[config.mk]
export PLATFORM = sky130hd
export DESIGN_NAME = i2c_eeprom_byte_access_master_flat
export DESIGN_NICKNAME = d
export VERILOG_FILES = /design/src/i2cee_pkg.sv /design/src/i2cee_if.sv /design/src/i2cee_csr.sv /design/src/i2cee_core.sv /design/src/i2c_eeprom_byte_access_master.sv /design/src/flat_wrapper.sv
export SDC_FILE = /design/constraint.sdc
export NUM_CORES = 1
export LEC_CHECK = 0
export BUFFER_PORTS_ARGS = -buffer_cell sky130_fd_sc_hd__buf_2
export CAP_MARGIN = 25
export CORE_MARGIN = 2
export CORE_UTILIZATION = 40
export CTS_CLUSTER_SIZE = 20
export DETAILED_ROUTE_END_ITERATION = 7
export PLACE_DENSITY = 0.65
export SLEW_MARGIN = 10
export SYNTH_ARGS = -nofsm -noshare
export SYNTH_HDL_FRONTEND = slang
export SYNTH_SLANG_ARGS = --single-unit
[constraint.sdc]
create_clock -name clock -period 3.9 [get_ports clock]
set_clock_uncertainty 0.1 [all_clocks]
set_input_delay 0.195 -clock clock [delete_from_list [all_inputs] [get_ports clock]]
set_output_delay 0.195 -clock clock [all_outputs]
set_load 0.02 [all_outputs]
[src/i2cee_pkg.sv]
package i2cee_pkg;

   localparam int ADDR_WIDTH_DEFAULT = 16;
   localparam int WAIT_WIDTH_DEFAULT = 16;

   localparam int DEV_WIDTH       = 7;
   localparam int CSR_DATA_WIDTH  = 16;
   localparam int CSR_INDEX_WIDTH = 1;

   localparam logic [DEV_WIDTH-1:0]      DEVICE_SELECT_RESET = 7'd80;
   localparam logic [CSR_DATA_WIDTH-1:0] POST_WAIT_RESET     = 16'd5000;

   // Register indexes on the configuration port.
   localparam logic [CSR_INDEX_WIDTH-1:0] CSR_DEVICE_SELECT = 1'd0;
   localparam logic [CSR_INDEX_WIDTH-1:0] CSR_POST_WAIT     = 1'd1;

   // Direction bit appended to the device address in the control byte.
   localparam logic RW_WRITE = 1'b0;
   localparam logic RW_READ  = 1'b1;

   // Item kinds on the request channel.
   localparam logic MODE_TICK    = 1'b0;
   localparam logic MODE_COMMAND = 1'b1;

   // Status codes.
   localparam logic [1:0] STATUS_OK       = 2'd0;
   localparam logic [1:0] STATUS_BUS_BUSY = 2'd1;
   localparam logic [1:0] STATUS_NACK     = 2'd2;
   localparam logic [1:0] STATUS_REJECTED = 2'd3;

   typedef enum logic [4:0] {
      PH_IDLE     = 5'd0,
      PH_S_FREE   = 5'd1,
      PH_S_LOW    = 5'd2,
      PH_TX_LOW   = 5'd3,
      PH_TX_HIGH  = 5'd4,
      PH_ACK_LOW  = 5'd5,
      PH_ACK_HIGH = 5'd6,
      PH_RS_SETUP = 5'd7,
      PH_RS_HIGH  = 5'd8,
      PH_RS_LOW   = 5'd9,
      PH_RX_LOW   = 5'd10,
      PH_RX_HIGH  = 5'd11,
      PH_NK_LOW   = 5'd12,
      PH_NK_HIGH  = 5'd13,
      PH_P_LOW    = 5'd14,
      PH_P_HIGH   = 5'd15,
      PH_WAIT     = 5'd16
   } phase_type;

   // Which byte of the transaction is on the bus.
   typedef enum logic [1:0] {
      STAGE_CTRL    = 2'd0,
      STAGE_ADDR_HI = 2'd1,
      STAGE_ADDR_LO = 2'd2,
      STAGE_DATA    = 2'd3
   } stage_type;

   typedef struct packed {
      logic                      mode;
      logic                      sda_in;
      logic                      cmd_read;
      logic                      cmd_wide_addr;
      logic [15:0]               mem_addr;
      logic [7:0]                write_data;
   } req_type;

   typedef struct packed {
      logic                      scl_out;
      logic                      sda_out;
      logic                      busy_res;
      logic                      done_res;
      logic [1:0]                status;
      logic [7:0]                read_data;
   } rsp_type;

   typedef struct packed {
      logic [DEV_WIDTH-1:0]      device_select;
      logic [CSR_DATA_WIDTH-1:0] post_wait_ticks;
   } cfg_type;

endpackage

[src/i2cee_if.sv]
interface i2cee_req_if;
   import i2cee_pkg::*;

   logic    valid;
   logic    ready;
   req_type data;

   modport source (output valid, output data, input ready);
   modport sink   (input valid, input data, output ready);
endinterface

interface i2cee_rsp_if;
   import i2cee_pkg::*;

   logic    valid;
   logic    ready;
   rsp_type data;

   modport source (output valid, output data, input ready);
   modport sink   (input valid, input data, output ready);
endinterface

[src/i2cee_csr.sv]
module i2cee_csr (
   input  logic                                      clock,
   input  logic                                      reset,
   input  logic                                      csr_we,
   input  logic [i2cee_pkg::CSR_INDEX_WIDTH-1:0]     csr_index,
   input  logic [i2cee_pkg::CSR_DATA_WIDTH-1:0]      csr_wdata,
   output i2cee_pkg::cfg_type                        cfg
);
   import i2cee_pkg::*;

   cfg_type cfg_ff;
   cfg_type cfg_in;

   always_comb begin
      cfg_in = cfg_ff;
      if (csr_we) begin
         unique case (csr_index)
            CSR_DEVICE_SELECT: cfg_in.device_select   = csr_wdata[DEV_WIDTH-1:0];
            CSR_POST_WAIT:     cfg_in.post_wait_ticks = csr_wdata;
            default:           cfg_in = cfg_ff;
         endcase
      end
   end

   always_ff @(posedge clock) begin
      if (reset) begin
         cfg_ff.device_select   <= DEVICE_SELECT_RESET;
         cfg_ff.post_wait_ticks <= POST_WAIT_RESET;
      end else begin
         cfg_ff <= cfg_in;
      end
   end

   assign cfg = cfg_ff;

endmodule

[src/i2cee_core.sv]
module i2cee_core #(
   parameter int ADDR_WIDTH = i2cee_pkg::ADDR_WIDTH_DEFAULT,
   parameter int WAIT_WIDTH = i2cee_pkg::WAIT_WIDTH_DEFAULT
) (
   input  logic               clock,
   input  logic               reset,
   input  i2cee_pkg::cfg_type cfg,
   input  logic               step,
   input  i2cee_pkg::req_type req,
   output i2cee_pkg::rsp_type rsp
);
   import i2cee_pkg::*;

   phase_type             phase_ff,     phase_in;
   logic [3:0]            bit_count_ff, bit_count_in;
   logic [7:0]            shift_ff,     shift_in;
   logic [ADDR_WIDTH-1:0] addr_ff,      addr_in;
   logic [7:0]            data_ff,      data_in;
   logic                  op_read_ff,   op_read_in;
   logic                  op_wide_ff,   op_wide_in;
   stage_type             stage_ff,     stage_in;
   logic [WAIT_WIDTH-1:0] wait_ff,      wait_in;
   logic [1:0]            status_ff,    status_in;
   logic [7:0]            read_byte_ff, read_byte_in;

   logic                  done;
   logic                  rejected;
   logic [15:0]           addr_full;
   logic [3:0]            bit_count_inc;

   assign addr_full     = 16'(addr_ff);
   assign bit_count_inc = bit_count_ff + 4'd1;

   always_comb begin
      phase_in     = phase_ff;
      bit_count_in = bit_count_ff;
      shift_in     = shift_ff;
      addr_in      = addr_ff;
      data_in      = data_ff;
      op_read_in   = op_read_ff;
      op_wide_in   = op_wide_ff;
      stage_in     = stage_ff;
      wait_in      = wait_ff;
      status_in    = status_ff;
      read_byte_in = read_byte_ff;
      done         = 1'b0;
      rejected     = 1'b0;

      if (step) begin
         if (req.mode == MODE_COMMAND) begin
            if (phase_ff != PH_IDLE) begin
               rejected = 1'b1;
            end else begin
               op_read_in   = req.cmd_read;
               op_wide_in   = req.cmd_wide_addr;
               addr_in      = req.mem_addr[ADDR_WIDTH-1:0];
               data_in      = req.write_data;
               status_in    = STATUS_OK;
               bit_count_in = 4'd0;
               stage_in     = STAGE_CTRL;
               phase_in     = PH_S_FREE;
            end
         end else begin
            unique case (phase_ff)
               PH_IDLE: begin
                  phase_in = PH_IDLE;
               end
               PH_S_FREE: begin
                  if (!req.sda_in) begin
                     status_in = STATUS_BUS_BUSY;
                     phase_in  = PH_IDLE;
                     done      = 1'b1;
                  end else begin
                     phase_in = PH_S_LOW;
                  end
               end
               PH_S_LOW: begin
                  if (req.sda_in) begin
                     status_in = STATUS_BUS_BUSY;
                     phase_in  = PH_IDLE;
                     done      = 1'b1;
                  end else begin
                     stage_in     = STAGE_CTRL;
                     shift_in     = {cfg.device_select, RW_WRITE};
                     bit_count_in = 4'd0;
                     phase_in     = PH_TX_LOW;
                  end
               end
               PH_TX_LOW: begin
                  phase_in = PH_TX_HIGH;
               end
               PH_TX_HIGH: begin
                  shift_in     = {shift_ff[6:0], 1'b0};
                  bit_count_in = bit_count_inc;
                  phase_in     = bit_count_inc[3] ? PH_ACK_LOW : PH_TX_LOW;
               end
               PH_ACK_LOW: begin
                  phase_in = PH_ACK_HIGH;
               end
               PH_ACK_HIGH: begin
                  if (req.sda_in) begin
                     // The device did not acknowledge: close the bus with STOP.
                     status_in = STATUS_NACK;
                     phase_in  = PH_P_LOW;
                  end else begin
                     unique case (stage_ff)
                        STAGE_CTRL: begin
                           bit_count_in = 4'd0;
                           phase_in     = PH_TX_LOW;
                           if (op_wide_ff) begin
                              stage_in = STAGE_ADDR_HI;
                              shift_in = addr_full[15:8];
                           end else begin
                              stage_in = STAGE_ADDR_LO;
                              shift_in = addr_full[7:0];
                           end
                        end
                        STAGE_ADDR_HI: begin
                           stage_in     = STAGE_ADDR_LO;
                           shift_in     = addr_full[7:0];
                           bit_count_in = 4'd0;
                           phase_in     = PH_TX_LOW;
                        end
                        STAGE_ADDR_LO: begin
                           stage_in = STAGE_DATA;
                           if (op_read_ff) begin
                              phase_in = PH_RS_SETUP;
                           end else begin
                              shift_in     = data_ff;
                              bit_count_in = 4'd0;
                              phase_in     = PH_TX_LOW;
                           end
                        end
                        STAGE_DATA: begin
                           if (op_read_ff) begin
                              shift_in     = 8'd0;
                              bit_count_in = 4'd0;
                              phase_in     = PH_RX_LOW;
                           end else begin
                              phase_in = PH_P_LOW;
                           end
                        end
                        default: phase_in = PH_P_LOW;
                     endcase
                  end
               end
               PH_RS_SETUP: begin
                  phase_in = PH_RS_HIGH;
               end
               PH_RS_HIGH: begin
                  phase_in = PH_RS_LOW;
               end
               PH_RS_LOW: begin
                  shift_in     = {cfg.device_select, RW_READ};
                  bit_count_in = 4'd0;
                  phase_in     = PH_TX_LOW;
               end
               PH_RX_LOW: begin
                  phase_in = PH_RX_HIGH;
               end
               PH_RX_HIGH: begin
                  shift_in     = {shift_ff[6:0], req.sda_in};
                  bit_count_in = bit_count_inc;
                  phase_in     = bit_count_inc[3] ? PH_NK_LOW : PH_RX_LOW;
               end
               PH_NK_LOW: begin
                  phase_in = PH_NK_HIGH;
               end
               PH_NK_HIGH: begin
                  read_byte_in = shift_ff;
                  phase_in     = PH_P_LOW;
               end
               PH_P_LOW: begin
                  phase_in = PH_P_HIGH;
               end
               PH_P_HIGH: begin
                  wait_in = WAIT_WIDTH'(cfg.post_wait_ticks);
                  if (status_ff != STATUS_OK || wait_in == '0) begin
                     phase_in = PH_IDLE;
                     done     = 1'b1;
                  end else begin
                     phase_in = PH_WAIT;
                  end
               end
               PH_WAIT: begin
                  wait_in = wait_ff - WAIT_WIDTH'(1);
                  if (wait_in == '0) begin
                     phase_in = PH_IDLE;
                     done     = 1'b1;
                  end
               end
               default: begin
                  phase_in = PH_IDLE;
               end
            endcase
         end
      end
   end

   // Line drives follow the phase the item leaves the sequencer in.
   always_comb begin
      unique case (phase_in)
         PH_S_LOW:    begin rsp.scl_out = 1'b1; rsp.sda_out = 1'b0;         end
         PH_TX_LOW:   begin rsp.scl_out = 1'b0; rsp.sda_out = shift_in[7];  end
         PH_TX_HIGH:  begin rsp.scl_out = 1'b1; rsp.sda_out = shift_in[7];  end
         PH_ACK_LOW,
         PH_RS_SETUP,
         PH_RX_LOW,
         PH_NK_LOW:   begin rsp.scl_out = 1'b0; rsp.sda_out = 1'b1;         end
         PH_RS_LOW:   begin rsp.scl_out = 1'b1; rsp.sda_out = 1'b0;         end
         PH_P_LOW:    begin rsp.scl_out = 1'b0; rsp.sda_out = 1'b0;         end
         PH_P_HIGH:   begin rsp.scl_out = 1'b1; rsp.sda_out = 1'b0;         end
         default:     begin rsp.scl_out = 1'b1; rsp.sda_out = 1'b1;         end
      endcase
      rsp.busy_res  = (phase_in != PH_IDLE);
      rsp.done_res  = done;
      rsp.status    = rejected ? STATUS_REJECTED : status_in;
      rsp.read_data = read_byte_in;
   end

   always_ff @(posedge clock) begin
      if (reset) begin
         phase_ff     <= PH_IDLE;
         bit_count_ff <= 4'd0;
         shift_ff     <= 8'd0;
         addr_ff      <= '0;
         data_ff      <= 8'd0;
         op_read_ff   <= 1'b0;
         op_wide_ff   <= 1'b0;
         stage_ff     <= STAGE_CTRL;
         wait_ff      <= '0;
         status_ff    <= STATUS_OK;
         read_byte_ff <= 8'd0;
      end else begin
         phase_ff     <= phase_in;
         bit_count_ff <= bit_count_in;
         shift_ff     <= shift_in;
         addr_ff      <= addr_in;
         data_ff      <= data_in;
         op_read_ff   <= op_read_in;
         op_wide_ff   <= op_wide_in;
         stage_ff     <= stage_in;
         wait_ff      <= wait_in;
         status_ff    <= status_in;
         read_byte_ff <= read_byte_in;
      end
   end

   // The bit counter never runs past one full byte.
   a_bit_count_range: assert property (@(posedge clock) disable iff (reset)
      bit_count_ff <= 4'd8)
      else $error("bit counter ran past eight");

   // The post wait is only entered with a nonzero count and leaves at zero.
   a_wait_nonzero: assert property (@(posedge clock) disable iff (reset)
      phase_ff == PH_WAIT |-> wait_ff != '0)
      else $error("post wait running with zero count");

   // A command refused while busy leaves the transaction untouched.
   a_reject_keeps_state: assert property (@(posedge clock) disable iff (reset)
      step && req.mode == MODE_COMMAND && phase_ff != PH_IDLE
      |=> $stable(status_ff) && $stable(phase_ff))
      else $error("rejected command disturbed the transaction");

   // Receiving data is only reachable through acknowledged bytes.
   a_rx_status_ok: assert property (@(posedge clock) disable iff (reset)
      (phase_ff == PH_RX_LOW || phase_ff == PH_RX_HIGH) |-> status_ff == STATUS_OK)
      else $error("receiving after a failed acknowledge");

endmodule

[src/i2c_eeprom_byte_access_master.sv]
// Channel  | Direction | Handshake      | Payload
// ---------+-----------+----------------+-----------------------------------------------
// req_chan | in        | valid / ready  | mode, sda_in, cmd_read, cmd_wide_addr,
//          |           |                | mem_addr, write_data
// rsp_chan | out       | valid / ready  | scl_out, sda_out, busy_res, done_res,
//          |           |                | status, read_data
// csr_*    | in        | csr_we         | csr_index selects the register, csr_wdata value
//
// One item is taken every clock cycle as long as rsp_chan keeps taking results. An
// accepted item sits in the input register while the sequencer works out its result
// combinationally, and the result is registered in the result register for rsp_chan.
// Reset clears the sequencer and both handshake stages; nothing is swept.
// When rsp_chan stalls, the result register and the input register hold their items,
// and req_chan.ready drops only once both are full.
module i2c_eeprom_byte_access_master #(
   parameter int ADDR_WIDTH = i2cee_pkg::ADDR_WIDTH_DEFAULT,
   parameter int WAIT_WIDTH = i2cee_pkg::WAIT_WIDTH_DEFAULT
) (
   input  logic                                  clock,
   input  logic                                  reset,
   i2cee_req_if.sink                             req_chan,
   i2cee_rsp_if.source                           rsp_chan,
   input  logic                                  csr_we,
   input  logic [i2cee_pkg::CSR_INDEX_WIDTH-1:0] csr_index,
   input  logic [i2cee_pkg::CSR_DATA_WIDTH-1:0]  csr_wdata
);
   import i2cee_pkg::*;

   cfg_type cfg;
   rsp_type core_rsp;

   // Input stage: holds one accepted item until the sequencer consumes it.
   logic    req_valid_ff, req_valid_in;
   req_type req_data_ff;

   // Output stage: holds one result until the sink takes it.
   logic    rsp_valid_ff, rsp_valid_in;
   rsp_type rsp_data_ff;

   logic    advance;
   logic    step;
   logic    req_accept;

   // The pipeline moves whenever the result register is free or being emptied.
   assign advance    = !rsp_valid_ff || rsp_chan.ready;
   assign step       = req_valid_ff && advance;
   assign req_chan.ready = !req_valid_ff || advance;
   assign req_accept = req_chan.valid && req_chan.ready;

   assign req_valid_in = req_accept || (req_valid_ff && !advance);
   assign rsp_valid_in = step || (rsp_valid_ff && !rsp_chan.ready);

   i2cee_csr u_csr (
      .clock     (clock),
      .reset     (reset),
      .csr_we    (csr_we),
      .csr_index (csr_index),
      .csr_wdata (csr_wdata),
      .cfg       (cfg)
   );

   i2cee_core #(
      .ADDR_WIDTH (ADDR_WIDTH),
      .WAIT_WIDTH (WAIT_WIDTH)
   ) u_core (
      .clock (clock),
      .reset (reset),
      .cfg   (cfg),
      .step  (step),
      .req   (req_data_ff),
      .rsp   (core_rsp)
   );

   always_ff @(posedge clock) begin
      if (reset) begin
         req_valid_ff <= 1'b0;
         rsp_valid_ff <= 1'b0;
      end else begin
         req_valid_ff <= req_valid_in;
         rsp_valid_ff <= rsp_valid_in;
      end
   end

   // Payload registers need no reset; they load only alongside a valid item.
   always_ff @(posedge clock) begin
      if (req_accept) begin
         req_data_ff <= req_chan.data;
      end
      if (step) begin
         rsp_data_ff <= core_rsp;
      end
   end

   assign rsp_chan.valid = rsp_valid_ff;
   assign rsp_chan.data  = rsp_data_ff;

endmodule

[src/flat_wrapper.sv]
// flat-port wrapper written by rule: the top's interface ports become plain ports
module i2c_eeprom_byte_access_master_flat import i2cee_pkg::*;
#(
   parameter int ADDR_WIDTH = i2cee_pkg::ADDR_WIDTH_DEFAULT,
   parameter int WAIT_WIDTH = i2cee_pkg::WAIT_WIDTH_DEFAULT
)
  (clock, reset, csr_we, csr_index, csr_wdata, req_chan_valid, req_chan_data, req_chan_ready, rsp_chan_valid, rsp_chan_data, rsp_chan_ready);
  i2cee_req_if req_chan_i ();
  i2cee_rsp_if rsp_chan_i ();
  input  logic clock;
  input  logic reset;
  input  logic csr_we;
  input  logic [i2cee_pkg::CSR_INDEX_WIDTH-1:0] csr_index;
  input  logic [i2cee_pkg::CSR_DATA_WIDTH-1:0] csr_wdata;
  input wire logic [$bits(req_chan_i.valid)-1:0] req_chan_valid;
  input wire logic [$bits(req_chan_i.data)-1:0] req_chan_data;
  output wire logic [$bits(req_chan_i.ready)-1:0] req_chan_ready;
  output wire logic [$bits(rsp_chan_i.valid)-1:0] rsp_chan_valid;
  output wire logic [$bits(rsp_chan_i.data)-1:0] rsp_chan_data;
  input wire logic [$bits(rsp_chan_i.ready)-1:0] rsp_chan_ready;
  assign req_chan_i.valid = req_chan_valid;
  assign req_chan_i.data = req_chan_data;
  assign req_chan_ready = req_chan_i.ready;
  assign rsp_chan_valid = rsp_chan_i.valid;
  assign rsp_chan_data = rsp_chan_i.data;
  assign rsp_chan_i.ready = rsp_chan_ready;
  i2c_eeprom_byte_access_master #(.ADDR_WIDTH(ADDR_WIDTH), .WAIT_WIDTH(WAIT_WIDTH)) u_core (.clock(clock), .reset(reset), .req_chan(req_chan_i), .rsp_chan(rsp_chan_i), .csr_we(csr_we), .csr_index(csr_index), .csr_wdata(csr_wdata));
endmodule
* Word-level counts from Yosys, hierarchy flattened
Cells that the tools add are included.
** Operators by class
- Add/sub/neg operators :: 2
- Equal/unequal tests :: 39
- Mux-type cells :: 58
- Bitwise gates (word level) :: 3
- Reductions and logical operators :: 34
** Operator list (count)
- 8-bit 2-to-1 mux :: 10
- 5-bit case mux with 16 select lines :: 1
- 5-bit by 4-bit == test with 1-bit output, second input constant :: 13
- 8-bit case mux with 5 select lines :: 1
- 5-bit by 3-bit == test with 1-bit output, second input constant :: 7
- 16-bit logical NOT :: 2
- 16-bit case mux with 2 select lines :: 1
- 8-bit case mux with 4 select lines :: 1
- 5-bit 2-to-1 mux :: 6
- 2-bit 2-to-1 mux :: 13
- 4-bit 2-to-1 mux :: 6
- 5-bit by 2-bit == test with 1-bit output, second input constant :: 4
- 5-bit nonzero test :: 4
- 4-bit case mux with 4 select lines :: 1
- 16-bit by 1-bit subtractor with 16-bit output, second input constant :: 1
- 5-bit case mux with 3 select lines :: 1
- 7-bit AND reduction :: 2
- 3-bit 2-to-1 mux :: 4
- 2-bit case mux with 3 select lines :: 2
- 4-bit case mux with 3 select lines :: 1
- 2-bit case mux with 5 select lines :: 1
- 4-bit by 3-bit inequality test with 1-bit output, second input constant :: 2
- 1-bit 2-to-1 mux :: 7
- 2-bit inequality test, second input constant :: 3
- other kinds (23) :: 42
** Word-level totals
- Register bits :: 138
- Input port bits :: 50
- Output and inout bits :: 16

* Longest topological paths before layout
Gate-level depths: netlist of the first run.
- Depth after elaboration :: 10
- Gate-level depth with buffers :: 10

* By module
A second synthesis of the first run with hierarchy kept.
** Unflattened totals
- Cells, all modules :: 678
- Area total of the unflattened synthesis :: 6399.9 sq um
** Modules (own cells, without submodules)
- i2cee_core :: instances 1, cells an instance 533, area an instance 4085.2 sq um, seq. area each 1421.4 sq um
- i2c_eeprom_byte_access_master :: instances 1, cells an instance 52, area an instance 1365.1 sq um, seq. area each 1301.2 sq um
- i2cee_csr :: instances 1, cells an instance 93, area an instance 949.7 sq um, seq. area each 460.4 sq um

* Worst setup path after synthesis of the first run
Ideal clock, no wire load.
- Path kind :: reg-to-reg
- Start :: register u_core.u_core.wait_ff[0]
- End :: register u_core.rsp_data_ff, in the netlist u_core.rsp_chan.data[12], data pin
- Library setup time :: 274 ps
- Arrival :: 2053 ps
- Setup slack :: 1473 ps
- Cell stages (with the launch flop) :: 10
- Path buffers :: 0
- Clock period less this slack :: 2427 ps
- Path through :: dfxtp_1 -> inv_1 -> ha_1 -> nor3b_1 -> nand2_1 -> xnor2_1 -> o31ai_1 -> o2111ai_1 -> a221oi_2 -> o41ai_2
** RTL lines
- from (decl) :: line i2cee_core.sv:22 : logic [WAIT_WIDTH-1:0] wait_ff, wait_in;
- from (signal assigned) :: line i2cee_core.sv:243 : wait_ff <= wait_in;
- to (signal assigned) :: line i2c_eeprom_byte_access_master.sv:90 : rsp_data_ff <= core_rsp;
- to (decl) :: line i2c_eeprom_byte_access_master.sv:38 : rsp_type rsp_data_ff;

==> impl_metrics.toml, run 1 <==
[layout]
regArea_um2 = 3183
final_common_cell = "nand2_1"
n_antenna_cell = 0
final_cell_mix = "130 x nand2_1, 96 x dfxtp_1, 73 x a21oi_1"
finalNetCount = 864
fill_cells = 1460
multi_input_area_um2 = 2953
syn_to_final_growth_pct = 23.61
layout-drive-gt1-share_pct = 15.24

[setup_path]
arrival_ns = 2.95
worstSetupPathType = "register to register"
ff2ff_path_depth = 9
r2r_start = "u_core.u_core.wait_ff[0]"
crit_start = "u_core.u_core.wait_ff[0]"
r2r_setup_slack_ns = 0.99
cp_max_fo = 7
start_kind = "register"
critPathCaptureType = "register"
r2r-end = "u_core.rsp_chan.data[11]"
critPathRequiredTime_ns = 3.94

[yosys]
syn_inst = 711
ys_warn_count = 0
syn_avg_cell_area_um2 = 8.952
async_flop_share_pct = 0
synth_area_um2 = 6365
synth_seq_cells = 138
synthDistinctLibCells = 71
synth_fp_nets = 768
ys.flop_type = "dfxtp_1"
synth-seq-area-share_pct = 50.01
synth_edf_count = 42

[pwr]
switching_share_pct = 23.98
power_switching_uw = 795.1
p_int_uw = 2521
power.share.sequential_pct = 47.2
combPwrFrac_pct = 7.3
clkPwrFrac_pct = 45.6
leakage_uw = 0.002862
powerDensity_nw_per_um2 = 421.5
peakVddDrop_uv = 263.0

[cts]
numCtsBuffers = 17
clock_path_buffers = 2
post_cts.repair.setup_buffers = 0
cts_tree = "done"
clkLatencyLatePin_ns = 0.43
htreeDepth = 4
numClockSinks = 138
clkTransAtPathRegs_ns = 0.06
root_buffer = "clkbuf_16"

[floorplanning]
io_pins = 66
die_area_um2 = 16940
die_h_um = 130.1
initial_core_util_pct = 40.51
die_w_um = 130.1
core_area_um2 = 15710
rows = 46

[routing]
avgViaCountPerCell = 5.396
ant_nets = 0
firstDrtPassIters = 5
drt-total-wl_um = 15970
route.detailed.drc = 0
wl_per_cell_um = 15.42
via_count = 5590
first_iter_violations = 369

[timing]
layout_setup_ws_ns = 0.9861
post-route-min-period_ns = 2.914
hold_violations = 0
slew_headroom_pct = 35.42
setup_tns_ns = 0
worst_pin_slew_ns = 0.9666
drv_slew = 0
hold_slack_ns = 0.03318
fmax_mhz = 343.2
finalSetupViolations = 0
rsz0062_at_grt = "no"
fin_crit_sh_pct = 74.72

[grt]
track_usage_pct = 20.07
grt-ovfl-total = 0
grt_pass1_wl_um = 26540
grt_pass1_vias = 5232
grt_start_max_net_pins = 81
antenna_found_initial = 0

[hold_path]
holdPathEnd = "u_core.rsp_chan.valid"
min-delay-start = "rsp_chan_ready"
whs_path_depth = 4
min_path_type = "input pin to register"

[placed_design]
portBuffers = 65
dp_hpwl_um = 10510
dpl_worst_slack_ns = 1.026
place_congestion = 0.8757

[run_status]
outcome = "complete, no violations"

[job]
drv_cap = 0
## worst max path at each step
stage / end / slack [ns] / cells after the start
finish: u_core.rsp_chan.data[11] / 0.99 / 9
detailed placement: u_core.rsp_chan.data[12] / 1.03 / 9
CTS: u_core.rsp_chan.data[12] / 1.0 / 6
global placement: u_core.rsp_chan.data[12] / 1.03 / 6
floorplan: u_core.rsp_chan.data[12] / 1.47 / 9
global route: u_core.rsp_chan.data[11] / 0.74 / 9
## worst max-delay path, cell delays in order (launching register included)
cell,delay [ns]
dfxtp_1,0.36
inv_1,0.08
ha_1,0.21
nor3b_1,0.41
nand2_1,0.26
xnor2_1,0.18
o31ai_1,0.20
o2111ai_1,0.23
a221oi_2,0.47
nand4_1,0.14
## metal layers
metal | vias up | global-route usage (%) | routed length [um]
met3 | 31 | 3.608 | 694
li1 | 2763 | - | -
met4 | 0 | 9.424 | 454
met5 | - | 0 | 0
met1 | 2650 | 27.41 | 7533
met2 | 146 | 30.98 | 7290
## synthesized netlist by cell type (all sizes together) (13+ instances only)
library cell    n  area [um^2]
a211oi         14        122.6
a21oi          74        374.1
and2           13        81.33
clkbuf         33        123.9
dfxtp          96         1922
edfxtp         42         1261
inv            15        56.30
nand2         130        488.0
nand2b         14        87.58
nand3          20        100.1
nor2           65        244.0
nor3           15        75.07
nor4           13        96.34
o21ai          26        130.1
## power by group through the flow
stage | sequential, uW | combinational, uW | clock [uW]
2_1_floorplan | 1590 | 131 | 0
3_3_place_gp | 1590 | 205 | 0
3_5_place_dp | 1590 | 206 | 0
4_1_cts | 1560 | 241 | 1540
5_1_grt | 1570 | 269 | 1600
6_report | 1560 | 242 | 1510
## flip-flops by register name (all words and copies together), names as in the netlist, 4 cells and up
signal	cells
u_core.req_data_ff	28
u_core.u_csr.cfg	23
u_core.u_core.addr_ff	16
u_core.u_core.wait_ff	16
u_core.rsp_chan.data	14
u_core.u_core.data_ff	8
u_core.u_core.read_byte_ff	8
u_core.u_core.shift_ff	8
u_core.u_core.phase_ff	5
u_core.u_core.bit_count_ff	4
## final cells by class
type / count / area share (%)
multi-input combinational: 515 / 37.53
clock buffer: 20 / 5.550
timing repair buffer: 120 / 10.81
sequential: 138 / 40.46
inverter: 15 / 0.7156
clock inverter: 12 / 1.495
tap: 216 / 3.435
## cells by family (layout without fill, tap and decap cells)
kind of cell / Yosys count / in the layout / share of synthesized area, %
buffers and inverters: 58 / 167 / 3.597
DFF: 138 / 138 / 50.01
AOI/OAI and AO/OA: 175 / 175 / 18.66
xor gates and xnor gates: 3 / 3 / 0.4129
muxes: 12 / 12 / 2.064
adders and majority gates: 7 / 7 / 1.376
and+or+nand+nor: 318 / 318 / 23.88
## timing repair
action,4_1_cts,5_1_grt
resized for setup,0,0
endpoints found under the hold margin,52,0
hold buffers,45,0
setup endpoints to repair,0,0
## metrics by stage
stage                     std cells  cell area, um^2  util (%)  power [uW]
after floorplan                 711             6365         -        1720
after global placement          959             6863     43.68        1798
after detailed placement        959             6863     43.68        1799
after CTS                      1036             7868     50.07        3340
after global routing           1036             7868     50.07        3436
final                          1036             7868     50.07        3316
Note: power is estimated with default switching activity, not from simulation.
==> run 2: changes to the inputs <==
--- a/config.mk
+++ b/config.mk
@@ -5,6 +5,7 @@
 export SDC_FILE = /design/constraint.sdc
 export NUM_CORES = 1
 export LEC_CHECK = 0
+export ABC_AREA = 1
 export BUFFER_PORTS_ARGS = -buffer_cell sky130_fd_sc_hd__buf_2
 export CAP_MARGIN = 25
 export CORE_MARGIN = 2
==> constraint.sdc (replaced) <==
create_clock -name clock -period 2.8 [get_ports clock]
set_clock_uncertainty 0.1 [all_clocks]
set_input_delay 0.14 -clock clock [delete_from_list [all_inputs] [get_ports clock]]
set_output_delay 0.14 -clock clock [all_outputs]
set_load 0.02 [all_outputs]
==> run 2 against run 1 <==
Effect of this change: synthesized area grew 3.8%; die area grew 3.7%; sequential share of layout area shrank 2.0 points; clock-buffer cell count is the same; critical path depth grew 3; global-route usage shrank 0.096 points; first-iteration DRC count grew 23%; critical endpoint is now u_core.rsp_chan.data[12]; core utilization grew 1.6 points; largest power group is now the clock network; sequential power grew 40%; design area grew 5.1%.
==> impl_metrics.toml, run 2 <==
[run_status]
outcome = "complete, no violations"

[grt]
grt_pass1_wl_um = 27910
track_usage_pct = 19.97
grt-ovfl-total = 0
antenna_found_initial = 0
grt_start_max_net_pins = 48
grt_pass1_vias = 5752

[routing]
firstDrtPassIters = 6
wl_per_cell_um = 13.83
avgViaCountPerCell = 4.977
route.detailed.drc = 0
first_iter_violations = 453
ant_nets = 0
drt-total-wl_um = 16740
via_count = 6022

[setup_path]
critical_path.max_stage_delay_ns = 0.42
cp_cell_sequence = "nor2_2 -> nand3_4 -> nand2_1 -> nor2_2 -> nand3_2 -> nand3_1 -> nand2_1 -> inv_1 -> nor3_1 -> o21ai_1 -> nand3_1 -> nand2_1"
worst_path_most_repeated_cell = "nand2_1"
critPathCaptureType = "register"
cp_max_fo = 19
start_kind = "register"
ff2ff_path_depth = 12
crit_slowest_cell = "dfxtp_1"
path_buf_inv = 1
cp.depth = 12
arrival_ns = 2.63
critPathTopFamily = "simple AND/OR/NAND/NOR gates"
critPathRequiredTime_ns = 2.87
worstSetupPathType = "register to register"

[placed_design]
portBuffers = 65
dp_hpwl_um = 11380
place_inst = 1127
place_congestion = 0.9132

[timing]
hold_slack_ns = 0.07494
hold_violations = 0
worst_pin_slew_ns = 0.5891
setup_tns_ns = 0
drv_slew = 0
fin_crit_sh_pct = 91.36
rsz0062_at_grt = "no"
finalSetupViolations = 0
slew_headroom_pct = 60.67
post-route-min-period_ns = 2.558
fmax_mhz = 390.9

[layout]
syn_to_final_growth_pct = 25.10
top_register = "u_core.req_data_ff"
final_cell_mix = "166 x nand2_1, 136 x nor2_1, 99 x inv_1"
largest_register_ffs = 28
final_common_cell = "nand2_1"
layoutNonFillerInstCount = 1210
finalNetCount = 1038
layout-drive-gt1-share_pct = 15.19
fill_cells = 1560
n_antenna_cell = 0
utilization_pct = 51.67

[hold_path]
min_path_type = "input pin to register"
whs_path_depth = 4

[yosys]
synth_top_area_cell = "dfxtp_1"
syn_avg_cell_area_um2 = 7.658
yosys.area.top_type_share_pct = 29.08
syn_inst = 863
async_flop_share_pct = 0
post-synth-top-count-cell = "nand2_1"
synth_edf_count = 42
synth_seq_cells = 138
synthDistinctLibCells = 43
synth_area_um2 = 6609
synth_commonest_cells = "166 x nand2_1, 136 x nor2_1, 99 x inv_1"
ys.flop_type = "dfxtp_1"
synth_fp_nets = 920
synth-seq-area-share_pct = 48.16
ys_warn_count = 0
ys_top_cells_by_area = "dfxtp_1 29%, edfxtp_1 19%, nand2_1 9.4%"

[cts]
htreeDepth = 4
clock_path_buffers = 2
clkTransAtPathRegs_ns = 0.06
clkLatencyLatePin_ns = 0.43
root_buffer = "clkbuf_16"
post_cts.repair.setup_buffers = 0
numClockSinks = 138
cts_tree = "done"
numCtsBuffers = 17

[pwr]
combPwrFrac_pct = 6.6
power.share.sequential_pct = 46.3
p_int_uw = 3651
powerDensity_nw_per_um2 = 571.6
leakage_uw = 0.003657
power_switching_uw = 1074
clkPwrFrac_pct = 47.1
switching_share_pct = 22.73
peakVddDrop_uv = 540.6

[floorplanning]
die_h_um = 132.5
initial_core_util_pct = 41.30
die_w_um = 132.5
rows = 46
io_pins = 66
core_area_um2 = 16000
die_area_um2 = 17570

[job]
drv_cap = 0
-- run 2: cell count changes in the layout (fill, tap and decap cells not counted), sizes merged, moves of 14 or more --
cell,change
a21oi,-28
inv,+95
nand2,+41
nand2b,-14
nand3,+40
nor2,+88
o21ai,+40
-- run 2: area by class of cell --
type | instances | area, um^2 | share of cell area [%]
tap | 216 | 270.3 | 3.269
sequential | 138 | 3183 | 38.50
multi-input combinational | 582 | 2873 | 34.75
clock buffer | 20 | 467.9 | 5.660
inverter | 114 | 427.9 | 5.176
timing repair buffer | 128 | 925.9 | 11.20
clock inverter | 12 | 120.1 | 1.453
-- run 2: per-layer routing --
layer | GRT usage [%] | vias up | part of all wire [%]
met1 | 25.56 | 2692 | 46
met2 | 32.53 | 198 | 47
li1 | - | 3107 | -
met5 | 0 | - | 0
met4 | 6.989 | 0 | 1.3
met3 | 5.479 | 25 | 6.1
-- run 2: per-stage QoR --
stage          worst slack (ns)  power [uW]  area (um^2)
4_1_cts                  0.2640        4747         8265
3_3_place_gp             0.2877        2479         7167
5_1_grt                 0.03529        4904         8268
2_1_floorplan            0.5880        2377         6609
6_report                 0.2419        4726         8268
3_5_place_dp             0.2858        2481         7167
-- run 2: path summary, 6_finish.rpt --
path	slack, ns	start	to
worst max register to register	0.24	u_core.u_core.phase_ff[3]	u_core.rsp_chan.data[12]
worst max-delay path	0.24	u_core.u_core.phase_ff[3]	u_core.rsp_chan.data[12]
worst min register to register	0.36	u_core.u_csr.cfg[19]	u_core.u_csr.cfg[19]
worst min-delay path	0.07	csr_index	u_core.u_csr.cfg[19]
-- run 2: worst min-delay path: stages --
cell and delay (ns):
buf_2 0.09, nor2_1 0.09, clkinv_1 0.15, a21oi_1 0.08
-- run 2: power groups by stage --
stage | Clock, uW | Combinational, uW | Sequential [uW]
CTS | 2250 | 309 | 2190
finish | 2230 | 311 | 2190
detailed placement | 0 | 253 | 2230
global placement | 0 | 254 | 2230
global route | 2360 | 350 | 2190
floorplan | 0 | 155 | 2220
-- run 2: cell families after synthesis --
family	share of synthesized area [%]
AOI/OAI and AO/OA	15.05
xor gates and xnor gates	0.1325
adders and majority gates	1.325
buffers and inverters	8.406
DFF	48.16
and+or+nand+nor	26.92
-- run 2: what timing repair did --
action | 4_1_cts | 5_1_grt
hold endpoints to repair | 53 | 0
endpoints found under the setup margin | 0 | 2
gates resized for setup | 0 | 1
hold buffers | 51 | 0
